**src/hw/rtl/tcpts_pkg.sv**
```systemverilog
// Shared types and constants for the TCP timestamp / window scale option scanner.
// Used by tcpts_in_stage, tcpts_scan and tcp_option_ts_wscale_scan_core.
// No dependencies.
`default_nettype none

package tcpts_pkg;

   // Option kinds that the scanner acts on.
   localparam logic [7:0] KIND_EOL    = 8'd0;
   localparam logic [7:0] KIND_NOP    = 8'd1;
   localparam logic [7:0] KIND_WSCALE = 8'd3;
   localparam logic [7:0] KIND_TS     = 8'd8;

   // Option sizes that must fit inside the area, shift clamp and minimum length.
   localparam logic [6:0] TS_SPAN     = 7'd10;
   localparam logic [6:0] WS_SPAN     = 7'd3;
   localparam logic [7:0] WS_MAX      = 8'd14;
   localparam logic [7:0] MIN_OPT_LEN = 8'd2;

   // Byte position saturates here.
   localparam logic [5:0] POS_MAX     = 6'd63;

   typedef struct packed {
      logic [7:0] opt_byte;
      logic [5:0] opt_len;
      logic       last_byte;
   } item_type;

   typedef struct packed {
      logic        ts_found;
      logic [31:0] ts_value;
      logic        ws_found;
      logic [14:0] ws_factor;
   } result_type;

endpackage

`default_nettype wire

```
**src/hw/rtl/tcpts_in_stage.sv**
```systemverilog
// Input register of the option scanner: holds one accepted word until the scan stage takes it.
// Depends on tcpts_pkg.
`default_nettype none

module tcpts_in_stage (
   input  wire                 clock,
   input  wire                 reset,
   input  wire                 req_valid,
   output logic                req_stall,
   input  wire  [7:0]          req_opt_byte,
   input  wire  [5:0]          req_opt_len,
   input  wire                 req_last_byte,
   input  wire                 item_take,
   output logic                item_vld,
   output tcpts_pkg::item_type item
);

   logic                in_vld_ff;
   tcpts_pkg::item_type item_ff;

   // The register can load whenever it is empty or is being emptied this cycle.
   assign req_stall = in_vld_ff && !item_take;
   assign item_vld  = in_vld_ff;
   assign item      = item_ff;

   always_ff @(posedge clock) begin
      if (reset) begin
         in_vld_ff <= 1'b0;
      end else if (!req_stall) begin
         in_vld_ff <= req_valid;
      end
   end

   always_ff @(posedge clock) begin
      if (!req_stall && req_valid) begin
         item_ff.opt_byte  <= req_opt_byte;
         item_ff.opt_len   <= req_opt_len;
         item_ff.last_byte <= req_last_byte;
      end
   end

endmodule

`default_nettype wire

```
**src/hw/rtl/tcpts_scan.sv**
```systemverilog
// Scan stage: walks the option bytes, tracks timestamp and window scale, and holds the result.
// Depends on tcpts_pkg.
`default_nettype none

module tcpts_scan #(
   parameter int MAX_OPT_BYTES = 40
) (
   input  wire                   clock,
   input  wire                   reset,
   input  wire                   item_vld,
   input  tcpts_pkg::item_type   item,
   output logic                  item_take,
   output logic                  rsp_vld,
   input  wire                   rsp_stall,
   output tcpts_pkg::result_type rsp
);

   localparam logic [5:0] LEN_CAP = 6'(MAX_OPT_BYTES);

   logic [5:0]  byte_pos_ff, byte_pos_in;
   logic [8:0]  next_opt_start_ff, next_opt_start_in;
   logic        scan_stopped_ff, scan_stopped_in;
   logic        len_wait_ff, len_wait_in;
   logic        ts_capture_ff, ts_capture_in;
   logic [5:0]  ts_start_ff, ts_start_in;
   logic [31:0] ts_shift_ff, ts_shift_in;
   logic        ts_seen_ff, ts_seen_in;
   logic        ws_pend_ff, ws_pend_in;
   logic [5:0]  ws_pos_ff, ws_pos_in;
   logic [3:0]  ws_shift_ff, ws_shift_in;
   logic        ws_seen_ff, ws_seen_in;

   logic                  rsp_vld_ff;
   tcpts_pkg::result_type rsp_ff;
   tcpts_pkg::result_type rsp_in;

   logic [5:0] len_eff;
   logic [6:0] pos7;
   logic [6:0] ts_lo, ts_hi;
   logic [7:0] b;

   // A closing word needs a free result register; other words always move on.
   assign item_take = item_vld && (!item.last_byte || !(rsp_vld_ff && rsp_stall));
   assign rsp_vld   = rsp_vld_ff;
   assign rsp       = rsp_ff;

   assign len_eff = (item.opt_len > LEN_CAP) ? LEN_CAP : item.opt_len;
   assign pos7    = {1'b0, byte_pos_ff};
   assign ts_lo   = {1'b0, ts_start_ff} + 7'd2;
   assign ts_hi   = {1'b0, ts_start_ff} + 7'd5;
   assign b       = item.opt_byte;

   always_comb begin
      byte_pos_in       = byte_pos_ff;
      next_opt_start_in = next_opt_start_ff;
      scan_stopped_in   = scan_stopped_ff;
      len_wait_in       = len_wait_ff;
      ts_capture_in     = ts_capture_ff;
      ts_start_in       = ts_start_ff;
      ts_shift_in       = ts_shift_ff;
      ts_seen_in        = ts_seen_ff;
      ws_pend_in        = ws_pend_ff;
      ws_pos_in         = ws_pos_ff;
      ws_shift_in       = ws_shift_ff;
      ws_seen_in        = ws_seen_ff;

      if (byte_pos_ff < len_eff) begin
         // Value bytes of options that started earlier.
         if (ts_capture_ff && pos7 >= ts_lo && pos7 <= ts_hi) begin
            ts_shift_in = {ts_shift_ff[23:0], b};
            if (pos7 == ts_hi) begin
               ts_capture_in = 1'b0;
            end
         end
         if (ws_pend_ff && byte_pos_ff == ws_pos_ff) begin
            ws_shift_in = (b > tcpts_pkg::WS_MAX) ? 4'(tcpts_pkg::WS_MAX) : b[3:0];
            ws_pend_in  = 1'b0;
         end

         // Option walk.
         if (!scan_stopped_ff) begin
            if (len_wait_ff) begin
               if ({4'b0, byte_pos_ff} == {1'b0, next_opt_start_ff} + 10'd1) begin
                  len_wait_in = 1'b0;
                  if (b < tcpts_pkg::MIN_OPT_LEN) begin
                     scan_stopped_in = 1'b1;
                  end else begin
                     next_opt_start_in = next_opt_start_ff + {1'b0, b};
                  end
               end
            end else if ({3'b0, byte_pos_ff} == next_opt_start_ff) begin
               if (b == tcpts_pkg::KIND_EOL) begin
                  scan_stopped_in = 1'b1;
               end else if (b == tcpts_pkg::KIND_NOP) begin
                  next_opt_start_in = {3'b0, byte_pos_ff} + 9'd1;
               end else begin
                  len_wait_in = 1'b1;
                  if (b == tcpts_pkg::KIND_TS
                      && pos7 + tcpts_pkg::TS_SPAN <= {1'b0, len_eff}) begin
                     ts_seen_in    = 1'b1;
                     ts_capture_in = 1'b1;
                     ts_start_in   = byte_pos_ff;
                     ts_shift_in   = 32'd0;
                  end
                  if (b == tcpts_pkg::KIND_WSCALE
                      && pos7 + tcpts_pkg::WS_SPAN <= {1'b0, len_eff}) begin
                     ws_seen_in = 1'b1;
                     ws_pend_in = 1'b1;
                     ws_pos_in  = byte_pos_ff + 6'd2;
                  end
               end
            end
         end
      end

      if (byte_pos_ff != tcpts_pkg::POS_MAX) begin
         byte_pos_in = byte_pos_ff + 6'd1;
      end

      // The result reflects the state after this word.
      rsp_in.ts_found  = ts_seen_in;
      rsp_in.ts_value  = ts_seen_in ? ts_shift_in : 32'd0;
      rsp_in.ws_found  = ws_seen_in;
      rsp_in.ws_factor = ws_seen_in ? (15'd1 << ws_shift_in) : 15'd1;

      // The closing word returns the walk to its starting state.
      if (item.last_byte) begin
         byte_pos_in       = 6'd0;
         next_opt_start_in = 9'd0;
         scan_stopped_in   = 1'b0;
         len_wait_in       = 1'b0;
         ts_capture_in     = 1'b0;
         ts_start_in       = 6'd0;
         ts_shift_in       = 32'd0;
         ts_seen_in        = 1'b0;
         ws_pend_in        = 1'b0;
         ws_pos_in         = 6'd0;
         ws_shift_in       = 4'd0;
         ws_seen_in        = 1'b0;
      end
   end

   always_ff @(posedge clock) begin
      if (reset) begin
         byte_pos_ff       <= 6'd0;
         next_opt_start_ff <= 9'd0;
         scan_stopped_ff   <= 1'b0;
         len_wait_ff       <= 1'b0;
         ts_capture_ff     <= 1'b0;
         ts_start_ff       <= 6'd0;
         ts_shift_ff       <= 32'd0;
         ts_seen_ff        <= 1'b0;
         ws_pend_ff        <= 1'b0;
         ws_pos_ff         <= 6'd0;
         ws_shift_ff       <= 4'd0;
         ws_seen_ff        <= 1'b0;
      end else if (item_take) begin
         byte_pos_ff       <= byte_pos_in;
         next_opt_start_ff <= next_opt_start_in;
         scan_stopped_ff   <= scan_stopped_in;
         len_wait_ff       <= len_wait_in;
         ts_capture_ff     <= ts_capture_in;
         ts_start_ff       <= ts_start_in;
         ts_shift_ff       <= ts_shift_in;
         ts_seen_ff        <= ts_seen_in;
         ws_pend_ff        <= ws_pend_in;
         ws_pos_ff         <= ws_pos_in;
         ws_shift_ff       <= ws_shift_in;
         ws_seen_ff        <= ws_seen_in;
      end
   end

   always_ff @(posedge clock) begin
      if (reset) begin
         rsp_vld_ff <= 1'b0;
      end else if (item_take && item.last_byte) begin
         rsp_vld_ff <= 1'b1;
      end else if (!rsp_stall) begin
         rsp_vld_ff <= 1'b0;
      end
   end

   always_ff @(posedge clock) begin
      if (item_take && item.last_byte) begin
         rsp_ff <= rsp_in;
      end
   end

endmodule

`default_nettype wire

```
**src/hw/rtl/tcp_option_ts_wscale_scan_core.sv**
```systemverilog
// Top level of the TCP option scanner for the timestamp and window scale options.
// Depends on tcpts_pkg, tcpts_in_stage and tcpts_scan.
//
// Usage: the TCP option area of a segment enters on the req_ channel one byte per word,
// with the area length on every word and req_last_byte set on the final word. An empty
// area is sent as a single word with req_opt_len of zero and req_last_byte set. Bytes at
// or past the length are ignored, but the last mark still closes the segment.
// For every word with req_last_byte set, one word leaves on the rsp_ channel: the timestamp
// and window scale found flags, the TSval of the latest eligible timestamp option (zero if
// none) and the window factor, 1 shifted left by the clamped shift (1 if none).
// Flow: a closing word accepted into the input register is scanned from there and lands in
// the result register, which then drives rsp_valid. Throughput is one word per cycle while
// no closing word waits on a stalled result, set by the single scan pass between those two
// registers; the scan state carries across bytes there.
// When the receiver stalls, the result register holds its word; non-closing bytes keep
// flowing into the scan, and a closing byte waits in the input register, which then raises
// req_stall until the result is taken.
// Reset is synchronous and clears the scan state and both valid flags; after reset the
// block expects the first byte of a new option area.
`default_nettype none

module tcp_option_ts_wscale_scan_core #(
   parameter int MAX_OPT_BYTES = 40
) (
   input  wire         clock,
   input  wire         reset,
   input  wire         req_valid,
   output logic        req_stall,
   input  wire  [7:0]  req_opt_byte,
   input  wire  [5:0]  req_opt_len,
   input  wire         req_last_byte,
   output logic        rsp_valid,
   input  wire         rsp_stall,
   output logic        rsp_ts_found,
   output logic [31:0] rsp_ts_value,
   output logic        rsp_ws_found,
   output logic [14:0] rsp_ws_factor
);

   logic                  item_vld;
   logic                  item_take;
   tcpts_pkg::item_type   item;
   tcpts_pkg::result_type rsp;

   // Input register: decouples the sender from a stalled result.
   tcpts_in_stage u_in_stage (
      .clock         (clock),
      .reset         (reset),
      .req_valid     (req_valid),
      .req_stall     (req_stall),
      .req_opt_byte  (req_opt_byte),
      .req_opt_len   (req_opt_len),
      .req_last_byte (req_last_byte),
      .item_take     (item_take),
      .item_vld      (item_vld),
      .item          (item)
   );

   // Scan pass and result register.
   tcpts_scan #(
      .MAX_OPT_BYTES (MAX_OPT_BYTES)
   ) u_scan (
      .clock     (clock),
      .reset     (reset),
      .item_vld  (item_vld),
      .item      (item),
      .item_take (item_take),
      .rsp_vld   (rsp_valid),
      .rsp_stall (rsp_stall),
      .rsp       (rsp)
   );

   assign rsp_ts_found  = rsp.ts_found;
   assign rsp_ts_value  = rsp.ts_value;
   assign rsp_ws_found  = rsp.ws_found;
   assign rsp_ws_factor = rsp.ws_factor;

   // The input register only pushes back when it holds a word.
   a_stall_needs_word: assert property (@(posedge clock) disable iff (reset)
      req_stall |-> item_vld)
      else $error("req_stall raised with an empty input register");

   // The window factor is always a single power of two.
   a_factor_onehot: assert property (@(posedge clock) disable iff (reset)
      rsp_valid |-> $onehot(rsp_ws_factor))
      else $error("window factor is not a power of two");

   // Without a window scale option the factor is the default of one.
   a_factor_default: assert property (@(posedge clock) disable iff (reset)
      (rsp_valid && !rsp_ws_found) |-> (rsp_ws_factor == 15'd1))
      else $error("window factor not one without window scale option");

   // Without a timestamp option the value reads zero.
   a_ts_zero: assert property (@(posedge clock) disable iff (reset)
      (rsp_valid && !rsp_ts_found) |-> (rsp_ts_value == 32'd0))
      else $error("timestamp value nonzero without timestamp option");

endmodule

`default_nettype wire
```
**config.mk**
```make
export PLATFORM = sky130hd
export DESIGN_NAME = tcp_option_ts_wscale_scan_core
export DESIGN_NICKNAME = d
export VERILOG_FILES = /design/src/hw/rtl/tcpts_pkg.sv /design/src/hw/rtl/tcpts_in_stage.sv /design/src/hw/rtl/tcpts_scan.sv /design/src/hw/rtl/tcp_option_ts_wscale_scan_core.sv
export SDC_FILE = /design/constraint.sdc
export NUM_CORES = 1
export LEC_CHECK = 0
export ABC_AREA = 1
export BUFFER_PORTS_ARGS = -buffer_cell sky130_fd_sc_hd__buf_2
export CORE_MARGIN = 4
export CORE_UTILIZATION = 34
export DETAILED_ROUTE_END_ITERATION = 10
export MAX_ROUTING_LAYER = met4
export SLEW_MARGIN = 5
export SYNTH_ARGS = -nofsm -noshare
export SYNTH_HDL_FRONTEND = slang
export SYNTH_SLANG_ARGS = --single-unit
```
**constraint.sdc**
```tcl
create_clock -name clock -period 4.5 [get_ports clock]
set_input_delay 0.45 -clock clock [delete_from_list [all_inputs] [get_ports clock]]
set_output_delay 0.45 -clock clock [all_outputs]
set_load 0.01 [all_outputs]
```
After elaboration in Yosys (flattened, before gate mapping)
Cells that the tools add are included.
- bits in registers: 135
- latch bits: 0
- bits in writable memories: 0
- memory bits (read-only): 0
- input bits: 19
- output and inout port bits: 51
- logic and storage cells: 178
- memories kept: 0
- add/sub/neg operators: 9
- multipliers: 0
- divide/modulo/power cells: 0
- order comparisons: 8
- eq/ne operators: 16
- shifts and indexed selects: 1
- multiplexer cells: 94
- bitwise logic cells: 0
- reductions and logical operators: 29
- operators with widths (cell ; count):
    2-to-1 mux 32 bit ; 9
    2-to-1 mux 6 bit ; 19
    2-to-1 mux 9 bit ; 9
    2-to-1 mux 1 bit ; 53
    AND reduction 8 bit ; 3
    2-to-1 mux 4 bit ; 4
    << shifter 1 x 4 -> 15 bit (first input constant) ; 1
    adder 6 x 2 -> 7 bit (second input constant) ; 2
    <= comparator 7 x 6 -> 1 bit ; 2
    adder 9 x 1 -> 10 bit (second input constant) ; 1
    == test 6 x 10 -> 1 bit ; 1
    logical AND 1 bit ; 10
    nonzero test 2 bit ; 5
    adder 9 x 8 -> 9 bit ; 1
    == test 6 x 9 -> 1 bit ; 1
    == test 8 x 1 -> 1 bit (second input constant) ; 1
    == test 8 x 2 -> 1 bit (second input constant) ; 1
    == test 8 x 4 -> 1 bit (second input constant) ; 1
    > comparator 8 x 4 -> 1 bit (second input constant) ; 1
    zero test 8 bit ; 1
    less-than comparator 8 x 2 -> 1 bit (second input constant) ; 1
    inequality test 2 bit (second input constant) ; 4
    adder 6 x 1 -> 7 bit (second input constant) ; 1
    adder 6 x 3 -> 7 bit (second input constant) ; 1
    other kinds (18) ; 24

Depth between registers and ports, before layout
Gate-level depths: netlist of the first run.
- word-level depth: 13
- gate-level depth with buffers: 20
- mapped depth without buffers: 20

Modules after synthesis
From an unflattened synthesis of the first run, not the netlist that was laid out.
- cell total of the unflattened synthesis: 1015
- area, all modules: 7931.4 um^2
- modules (own cells, without submodules) (module ; times used ; cells each ; area each (um^2) ; sequential area each (um^2)):
    tcpts_scan ; 1 ; 993 ; 7434.6 ; 2872.8
    tcpts_in_stage ; 1 ; 22 ; 496.7 ; 470.5

Least setup slack after synthesis of the first run
Ideal clock, no wire load.
- path type: register to register
- start: register u_scan.ts_start_ff[1]
- end: register u_scan.rsp_ff, in the netlist u_scan.rsp[46], data pin
- library setup time: 0.266 ns
- arrival time: 2.311 ns
- data required time: 4.234 ns
- setup slack: 1.923 ns
- cell stages (with the launch flop): 16
- buffers on the path: 1
- clock period less this slack: 2.577 ns
- cell sequence: dfxtp_1 > ha_1 > or2_2 > nand2_1 > xor2_1 > ha_1 > and3_1 > nand2_1 > nand2_1 > a21oi_1 > nor2_1 > nand2_2 > clkbuf_1 > nand2_1 > nand3_1 > nor2_1
- cells in the longest elaborated chain, start to end: 12
- elaborated cells on any way between the ends: 14
- classes of those cells: 2 x add/sub; 2 x order compare; 8 x mux; 2 x reduce/logical
- RTL lines (item ; line ; text):
    from (decl) ; tcpts_scan.sv:25 ; logic [5:0] ts_start_ff, ts_start_in;
    from (signal assigned) ; tcpts_scan.sv:163 ; ts_start_ff <= ts_start_in;
    adder 6 x 2 -> 7 bit ; tcpts_scan.sv:49 ; assign ts_lo = {1'b0, ts_start_ff} + 7'd2;
    >= comparator 6 x 7 -> 1 bit ; tcpts_scan.sv:69 ; if (ts_capture_ff && pos7 >= ts_lo && pos7 <= ts_hi) begin
    logical AND 1 bit ; tcpts_scan.sv:69 ;
    logical AND 1 bit (*) ; tcpts_scan.sv:69 ;
    2-to-1 mux 32 bit (*) ; tcpts_scan.sv:69 ;
    2-to-1 mux 32 bit ; tcpts_scan.sv:98 ; if (b == tcpts_pkg::KIND_TS
    2-to-1 mux 32 bit ; tcpts_scan.sv:94 ; end else if (b == tcpts_pkg::KIND_NOP) begin
    2-to-1 mux 32 bit ; tcpts_scan.sv:92 ; if (b == tcpts_pkg::KIND_EOL) begin
    2-to-1 mux 32 bit ; tcpts_scan.sv:91 ; end else if ({3'b0, byte_pos_ff} == next_opt_start_ff) begin
    2-to-1 mux 32 bit ; tcpts_scan.sv:82 ; if (len_wait_ff) begin
    2-to-1 mux 32 bit (*) ; tcpts_scan.sv:81 ; if (!scan_stopped_ff) begin
    2-to-1 mux 32 bit (*) ; tcpts_scan.sv:67 ; if (byte_pos_ff < len_eff) begin
    to (signal assigned) ; tcpts_scan.sv:185 ; rsp_ff <= rsp_in;
    to (decl) ; tcpts_scan.sv:34 ; tcpts_pkg::result_type rsp_ff;
Every way passes the cells marked *; elsewhere a longest branch is shown, timed or not.
A chain may end at the register's enable or synchronous reset.

Worst setup path in the final report of the first run
- start: register u_scan.byte_pos_ff[3]
- end: register u_scan.rsp_ff, in the netlist u_scan.rsp[18], data pin
- cells in the longest elaborated chain, start to end: 11
- elaborated cells on any way between the ends: 24
- classes of those cells: 1 x add/sub; 4 x order compare; 1 x eq/ne; 15 x mux; 3 x reduce/logical
- RTL lines (item ; line ; text):
    from (decl) ; tcpts_scan.sv:20 ; logic [5:0] byte_pos_ff, byte_pos_in;
    from (signal assigned) ; tcpts_scan.sv:158 ; byte_pos_ff <= byte_pos_in;
    parallel branches: the longest is 11 deep, another holds adder 6 x 4 -> 7 bit ; n/a ;
Several ways; the timed one is not identified.

==> results of run 1 <==
-- layer usage --
metal	track usage (%)	up-vias
met1	20.6	3122
met4	3.96	0
met3	3.08	14
li1	-	3466
met5	-	-
met2	25.3	184
-- sequential cells by signal, summed over array words and instances, names as in the netlist, 4 cells and up --
name and count:
u_scan.next_opt_start_ff 9, u_scan.ws_pos_ff 6, u_scan.ws_shift_ff 4, u_scan.ts_shift_ff 32, u_scan.ts_start_ff 6, u_scan.rsp 49
u_scan.byte_pos_ff 6, u_in_stage.item 15
-- through the flow --
| step | area (µm²) | hold slack, ns |
|---|---|---|
| after floorplan | 7950 | 0.445 |
| after global placement | 8530 | 0.451 |
| after detailed placement | 8530 | 0.455 |
| after CTS | 9100 | 0.185 |
| after global routing | 9100 | 0.184 |
| final | 9100 | 0.200 |
-- synthesized netlist by cell type, drive strengths merged --
cell and instances:
a31oi 2, a21o 2, a21oi 84, and3 1
nand2 250, edfxtp 64, nor3b 3, nor3 3
ha 40, fa 1, or2 9, buf 21
nor4 2, a21boi 1, o211ai 2, clkinv 2
o21a 1, o21ai 33, nor2 117, clkbuf 21
nand4 45, nand3 82, o311ai 1, o22ai 4
dfxtp 71, xnor2 11, a211oi 4, xor2 13
inv 115, o21bai 3, nand3b 2
-- layout make-up --
cell class,instances,area (µm²)
inverters,117,439
fillers,2339,13700
flip-flops and latches,135,3340
clock buffers,18,439
well taps,313,392
multi-input cells,716,3920
repair buffers,80,440
clock inverters,14,131
-- layout by cell type (no fill, tap or decap), types with 5 or more instances in the layout --
cell type	n
sky130_fd_sc_hd__a21oi_1	79
sky130_fd_sc_hd__nand2_1	238
sky130_fd_sc_hd__buf_4	10
sky130_fd_sc_hd__inv_6	6
sky130_fd_sc_hd__buf_2	69
sky130_fd_sc_hd__xor2_1	13
sky130_fd_sc_hd__edfxtp_1	64
sky130_fd_sc_hd__dfxtp_1	71
sky130_fd_sc_hd__a21oi_2	5
sky130_fd_sc_hd__nand2_2	10
sky130_fd_sc_hd__clkbuf_16	17
sky130_fd_sc_hd__inv_1	107
sky130_fd_sc_hd__or2_2	5
sky130_fd_sc_hd__nor2_1	100
sky130_fd_sc_hd__o21ai_0	21
sky130_fd_sc_hd__nand4_1	44
sky130_fd_sc_hd__nand3_1	75
sky130_fd_sc_hd__xnor2_1	7
sky130_fd_sc_hd__nor2_2	14
sky130_fd_sc_hd__nand3_2	7
sky130_fd_sc_hd__ha_1	40
sky130_fd_sc_hd__o21ai_1	8
sky130_fd_sc_hd__inv_2	8
-- critical path, delay by kind of cell, from the launching register on --
| family | cells | cell delay [ns] |
|---|---|---|
| and+or+nand+nor | 10 | 1.50 |
| DFF | 1 | 0.69 |
| buffers and inverters | 1 | 0.42 |
| adders and majority gates | 1 | 0.30 |
| AOI/OAI and AO/OA | 1 | 0.10 |
| xor gates and xnor gates | 1 | 0.08 |
-- kinds of logic after synthesis --
kind of cell               Yosys count
and+or+nand+nor                    514
xor gates and xnor gates            24
adders and majority gates           41
buffers and inverters              159
DFF                                135
AOI/OAI and AO/OA                  137
-- worst paths after layout --
check / startpoint / end / depth (start not counted)
max: u_scan.byte_pos_ff[3] / u_scan.rsp[18] / 14
max reg2reg: u_scan.byte_pos_ff[3] / u_scan.rsp[18] / 14
min reg2reg: u_scan.ts_shift_ff[4] / u_scan.ts_shift_ff[4] / 2
min: req_opt_byte[7] / u_in_stage.item[14] / 1
-- report_power, final --
part	total (W)	leakage (nW)	switching [W]	internal (W)
Sequential	0.00134	1.15	0.0000290	0.00131
Clock	0.00136	0.286	0.000609	0.000747
Combinational	0.000356	2.25	0.000234	0.000122
Total	0.00305	3.69	0.000871	0.00218
==> parameters.txt, run 1 <==
Parameter                              Value

Layout
  Layout net count    approximately 1100
  Number of standard cells in the final layout excluding fillers    between 1000 and 1500
  Area growth, synth to finish    14.5%
  Utilization after layout    about 40%
  Diode insertion count for antenna repair    0
  Proportion of layout cells with a drive suffix above 1    between 10% and 20%

Detailed routing
  Antenna violation net count after detailed routing    0
  Routed WL per cell    roughly 14 µm
  Aggregate routed wire length    slightly below 20000 µm
  DRC violations left    0
  Via density    ~4.9
  Number of detailed-route iterations in the first pass    6
  DR top layer    met4
  Count of vias placed by the detailed router    around 6800
  Iter 0 DRT Violations    about 400
  Met3 WL post-DR    a little over 1000 µm
  Amount of wire on met2 after detailed routing    a little over 9000 µm
  Routed metal-1 wire length    9240 µm

Yosys
  Area share of xor/xnor cells in the synthesized design    under 10%
  Mapped Nets    around 1100
  Area share of the largest cell type after synthesis    ~24%
  Most area-consuming cells after synthesis    sky130_fd_sc_hd__edfxtp_1 (24%), sky130_fd_sc_hd__dfxtp_1 (18%), sky130_fd_sc_hd__nand2_1 (11%)
  Compound-Gate Fraction of Synth Area    under 10%
  Library cell occupying the most area in the post-synthesis netlist    sky130_fd_sc_hd__edfxtp_1
  Share of cell area taken by muxes after synthesis    0%
  Count of warnings emitted by yosys    0
  Number of distinct library cells after synthesis    56
  Synth Area in Adders    about 6.5%
  Area of the mapped netlist    approximately 8000 µm²
  Simple-Gate Fraction of Synth Area    29.8%
  Yosys reg bits    around 140
  Mean area per synthesized cell    7.87 µm²
  Number of instances in the synthesized netlist    ~1000
  Proportion of synthesized chip area in sequential cells    42.1%
  Combinational family with the most area after synthesis    simple AND/OR/NAND/NOR gates

Clocking
  Hold-fix buffers, CTS    0
  Clock latency on the worst-skew pair    about 0.43 ns
  Number of cells upsized or downsized after cts    0
  Cell chosen for the clock root    sky130_fd_sc_hd__clkbuf_16
  Clock tree buffer depth    2
  TritonCTS buffer count    17
  Postcts setup bufs    0
  Clk pin slew, worst setup/hold paths    0.07 ns
  TritonCTS clock tree    yes
  Clock sink count    135
  Number of levels the H-tree was split into    4

Timing
  Share of the clock period used by the worst path after layout    about 75%
  Setup TNS    0 ns
  Number of setup violations in the final report    0
  Final hold violation count    0
  Worst clock skew    0.0154 ns
  Min Clock Period, post-route    ~3.4 ns
  Highest clock rate    0.298 GHz
  Slew headroom    between 20% and 30%
  Slew of the pin with the lowest slew margin    1.09 ns
  Final worst-path setup slack    1.14 ns
  Final Max Tran Viols    0
  Unrepaired setup endpoints after global routing    false

Floorplan
  Core area    22800 µm²
  Die ar.    approximately 26000 µm²
  Horiz. Die Dim    approximately 160 µm
  Chip height    161 µm
  Initial standard-cell utilization of the core    a little over a third
  I/O Pins    70
  Row count    55

Outcome
  Outcome    completed

Global route
  Global-route wire length before repair    between 30000 and 40000 µm
  Total global routing track utilization    around 16%
  Total global routing overflow    0
  Largest net degree at the start of global routing    56
  Number of antenna violations at the first check in global routing    0
  Number of global-route vias before repair    about 6500

Setup path
  Arrival time of data at the critical path endpoint    3.50 ns
  Largest fanout on the critical path    34
  Slack of the worst reg-to-reg path    ~1.1 ns
  Critical-path top delay cell    sky130_fd_sc_hd__dfxtp_1
  Setup crit end kind    flip-flop
  Critical path data required time    4.64 ns
  Most common cell type on the critical path    sky130_fd_sc_hd__nor2_1
  Critical path startpoint category    flip-flop
  Type of the worst setup path    reg2reg
  List of cells traversed by the critical path    nor2_1 > nor2_1 > xor2_1 > ha_1 > nand2_1 > nor2_2 > o21ai_1 > nor2_2 > nand3b_1 > nand2_1 > nand3_2 > buf_12 > nand3_1 > nor2_1
  CP peak stage delay    roughly 0.69 ns

Placed design
  IO Port Bufs    69
  Setup Slack @ Placement    roughly 1.2 ns
  Post-Place Cells    between 1000 and 1500
  Post-DP HPWL    between 10000 and 15000 µm
  Final GP Congestion    about 0.84

Flow run
  Max-cap violations    0

Power and ir drop
  Final total power    between 0.003 and 0.004 W
  Power density over cell area    approximately 340 nW/µm²
  Maximum resistive drop on vdd    about 0.21 mV
  Static leakage power    approximately 3.7 nW

Worst hold path
  Path category of the worst min-delay check    in2reg
(Power assumes the default switching activity.)
==> inputs of run 2 (changes only) <==
--- a/config.mk
+++ b/config.mk
@@ -5,7 +5,7 @@
 export SDC_FILE = /design/constraint.sdc
 export NUM_CORES = 1
 export LEC_CHECK = 0
-export ABC_AREA = 1
+export ABC_AREA = 0
 export BUFFER_PORTS_ARGS = -buffer_cell sky130_fd_sc_hd__buf_2
 export CORE_MARGIN = 4
 export CORE_UTILIZATION = 34
==> constraint.sdc (replaced) <==
create_clock -name clock -period 2.81 [get_ports clock]
set_input_delay 0.281 -clock clock [delete_from_list [all_inputs] [get_ports clock]]
set_output_delay 0.281 -clock clock [all_outputs]
set_load 0.01 [all_outputs]
==> run 2 against run 1 <==
First-iteration DRC count shrank 4.8%. Non-clock buffer count increased by 74. Clock skew fell by 0.0053 ns.
==> parameters.txt, run 2 <==
Parameter                              Value

Outcome
  Outcome    completed

Yosys
  Library cell occupying the most area in the post-synthesis netlist    sky130_fd_sc_hd__edfxtp_1
  Number of distinct library cells after synthesis    72
  Count of flip-flops with a built-in enable after synthesis    64
  Primary flip-flop cell chosen by synthesis mapping    sky130_fd_sc_hd__dfxtp_1
  Count of warnings emitted by yosys    0
  Mean area per synthesized cell    10.1 µm²
  Proportion of synthesized chip area in sequential cells    ~45%
  Mapped Nets    roughly 790
  Number of instances in the synthesized netlist    733
  Area of the mapped netlist    around 7400 µm²
  Ys async rst share    0%
  Most area-consuming cells after synthesis    sky130_fd_sc_hd__edfxtp_1 (26%), sky130_fd_sc_hd__dfxtp_1 (19%), sky130_fd_sc_hd__ha_1 (6.7%)
  Most common cell in the netlist    sky130_fd_sc_hd__nor2_1
  Area share of the largest cell type after synthesis    25.9%
  Synth top cells by count    sky130_fd_sc_hd__nor2_1 (76), sky130_fd_sc_hd__dfxtp_1 (71), sky130_fd_sc_hd__nand2_1 (66)
  Yosys reg bits    around 140

Layout
  Number of flip-flops under the largest register name    49
  Utilization after layout    45.0%
  Proportion of layout cells with a drive suffix above 1    30.7%
  Diode insertion count for antenna repair    0
  Fill cells    2005
  Highest-count cells in the layout ignoring fill and taps    sky130_fd_sc_hd__nor2_1 (73), sky130_fd_sc_hd__buf_2 (69), sky130_fd_sc_hd__buf_4 (68)
  Layout net count    approximately 920
  Area growth, synth to finish    28.6%
  Area of the multi-input gates    slightly above 4000 µm²
  Area taken by flip-flops and latches    around 3400 µm²
  Most common cell after layout, fill and taps aside    sky130_fd_sc_hd__nor2_1

Timing
  Highest clock rate    around 0.36 GHz
  Number of setup violations in the final report    0
  Share of the clock period used by the worst path after layout    roughly 100%
  Unrepaired setup endpoints after global routing    true
  Slew of the pin with the lowest slew margin    0.931 ns
  Setup TNS    0 ns
  Final hold violation count    0
  Min Clock Period, post-route    roughly 2.8 ns
  Slew headroom    37.7%
  Worst clock skew    about 0.010 ns
  Final Max Tran Viols    0

Detailed routing
  Antenna violation net count after detailed routing    0
  Routed WL per cell    about 16 µm
  Number of detailed-route iterations in the first pass    5
  Via density    approximately 5
  Aggregate routed wire length    between 15000 and 20000 µm
  Count of vias placed by the detailed router    around 5800
  Iter 0 DRT Violations    374
  DRC violations left    0

Power and ir drop
  Static leakage power    3.91 nW
  Maximum resistive drop on vdd    around 0.38 mV
  Final total power    between 0.004 and 0.005 W
  Power density over cell area    slightly below 500 nW/µm²

Clocking
  Clock sink count    approximately 140
  Clock tree buffer depth    2
  TritonCTS clock tree    yes
  TritonCTS buffer count    17
  Number of levels the H-tree was split into    4
  Clock latency on the worst-skew pair    around 0.42 ns
  Clk pin slew, worst setup/hold paths    approximately 0.06 ns
  Cell chosen for the clock root    sky130_fd_sc_hd__clkbuf_16

Global route
  Global-route wire length before repair    approximately 29000 µm
  Total global routing track utilization    between 10% and 20%
  Number of antenna violations at the first check in global routing    0
  Number of global-route vias before repair    roughly 5700
  Largest net degree at the start of global routing    51
  Total global routing overflow    0

Flow run
  Max-cap violations    0

Setup path
  Critical path data required time    approximately 3.1 ns
  Type of the worst setup path    reg2reg
  Largest fanout on the critical path    8
  Setup crit end kind    flip-flop
  Arrival time of data at the critical path endpoint    3.10 ns
  Critical path startpoint category    flip-flop

Worst hold path
  Path category of the worst min-delay check    in2reg

Placed design
  Post-DP HPWL    12500 µm
  Final GP Congestion    0.865
  IO Port Bufs    approximately 70

Floorplan
  Row count    between 50 and 60
  I/O Pins    70
  Initial standard-cell utilization of the core    between 30% and 40%
  Die ar.    24300 µm²
  Chip height    ~160 µm
  Horiz. Die Dim    approximately 160 µm
  Core area    roughly 21000 µm²
run 2: cell families after synthesis:
family,after synthesis,synth area share [%]
AO/OA/AOI/OAI,150,14.6
XOR/XNOR,45,5.31
adder cells (fa/ha/maj),43,7.28
buffers and inverters,72,5.73
flip-flops,135,45.1
multiplexers,47,6.39
AND/OR/NAND/NOR,241,15.7
run 2: stage by stage:
step / instances / area, µm² / worst slack, ns / hold WS [ns]
floorplan: 733 / 7460 / 0.00541 / 0.380
global placement: 1105 / 8430 / -0.104 / 0.457
detailed placement: 1105 / 8430 / -0.111 / 0.459
CTS: 1140 / 9110 / -0.0153 / 0.0166
global route: 1149 / 9540 / -0.0542 / 0.0154
finish: 1149 / 9540 / 0.0265 / 0.0344
run 2: report_power, final:
part	switching [W]	leakage (nW)	total, W	internal [W]
combinational	0.000225	2.44	0.000401	0.000176
sequential	0.0000226	1.21	0.00211	0.00208
clock	0.000880	0.271	0.00210	0.00122
total	0.00113	3.91	0.00460	0.00348
run 2: critical path, cell delays in order (launching register included):
cell                        delay (ns)
sky130_fd_sc_hd__edfxtp_1         0.43
sky130_fd_sc_hd__o21ai_4          0.20
sky130_fd_sc_hd__and2_1           0.20
sky130_fd_sc_hd__ha_2             0.24
sky130_fd_sc_hd__nor2b_4          0.05
sky130_fd_sc_hd__o41ai_2          0.21
sky130_fd_sc_hd__a211o_1          0.18
sky130_fd_sc_hd__a22oi_2          0.06
sky130_fd_sc_hd__or3_4            0.39
sky130_fd_sc_hd__a32o_2           0.33
sky130_fd_sc_hd__clkbuf_16        0.19
sky130_fd_sc_hd__a22o_1           0.18
run 2: path summary, 6_finish.rpt:
path | to | slack [ns] | startpoint | depth (start not counted)
min reg2reg | u_scan.ws_pos_ff[1] | 0.47 | u_scan.ws_pos_ff[1] | 2
max | u_scan.ts_shift_ff[16] | 0.03 | u_in_stage.item[4] | 11
min | u_in_stage.item[10] | 0.03 | req_opt_byte[3] | 1
max reg2reg | u_scan.ts_shift_ff[16] | 0.03 | u_in_stage.item[4] | 11
run 2: what timing repair did:
item                                    CTS  global route
pin swaps                                 5            20
cloned                                    1             3
gates resized for setup                  21            65
endpoints found under the setup margin   67           101
hold buffers                              0             0
buffers inserted                          2             7
hold endpoints to repair                  0             0
run 2: cell type report:
cell class                      instances  share of cell area (%)
Clock buffer                           21                    4.94
Inverter                               26                    1.02
Timing Repair Buffer                  154                    12.2
Clock inverter                         11                   0.918
Tap cell                              275                    3.61
Sequential cell                       135                    35.1
Multi-Input combinational cell        527                    42.2
run 2: routing by layer:
layer	up-vias	wire (µm)	global-route usage, %
met2	114	8900	24.4
met4	0	399	5.38
met5	-	0	-
met1	2772	8540	19.8
met3	27	800	2.72
li1	2934	-	-
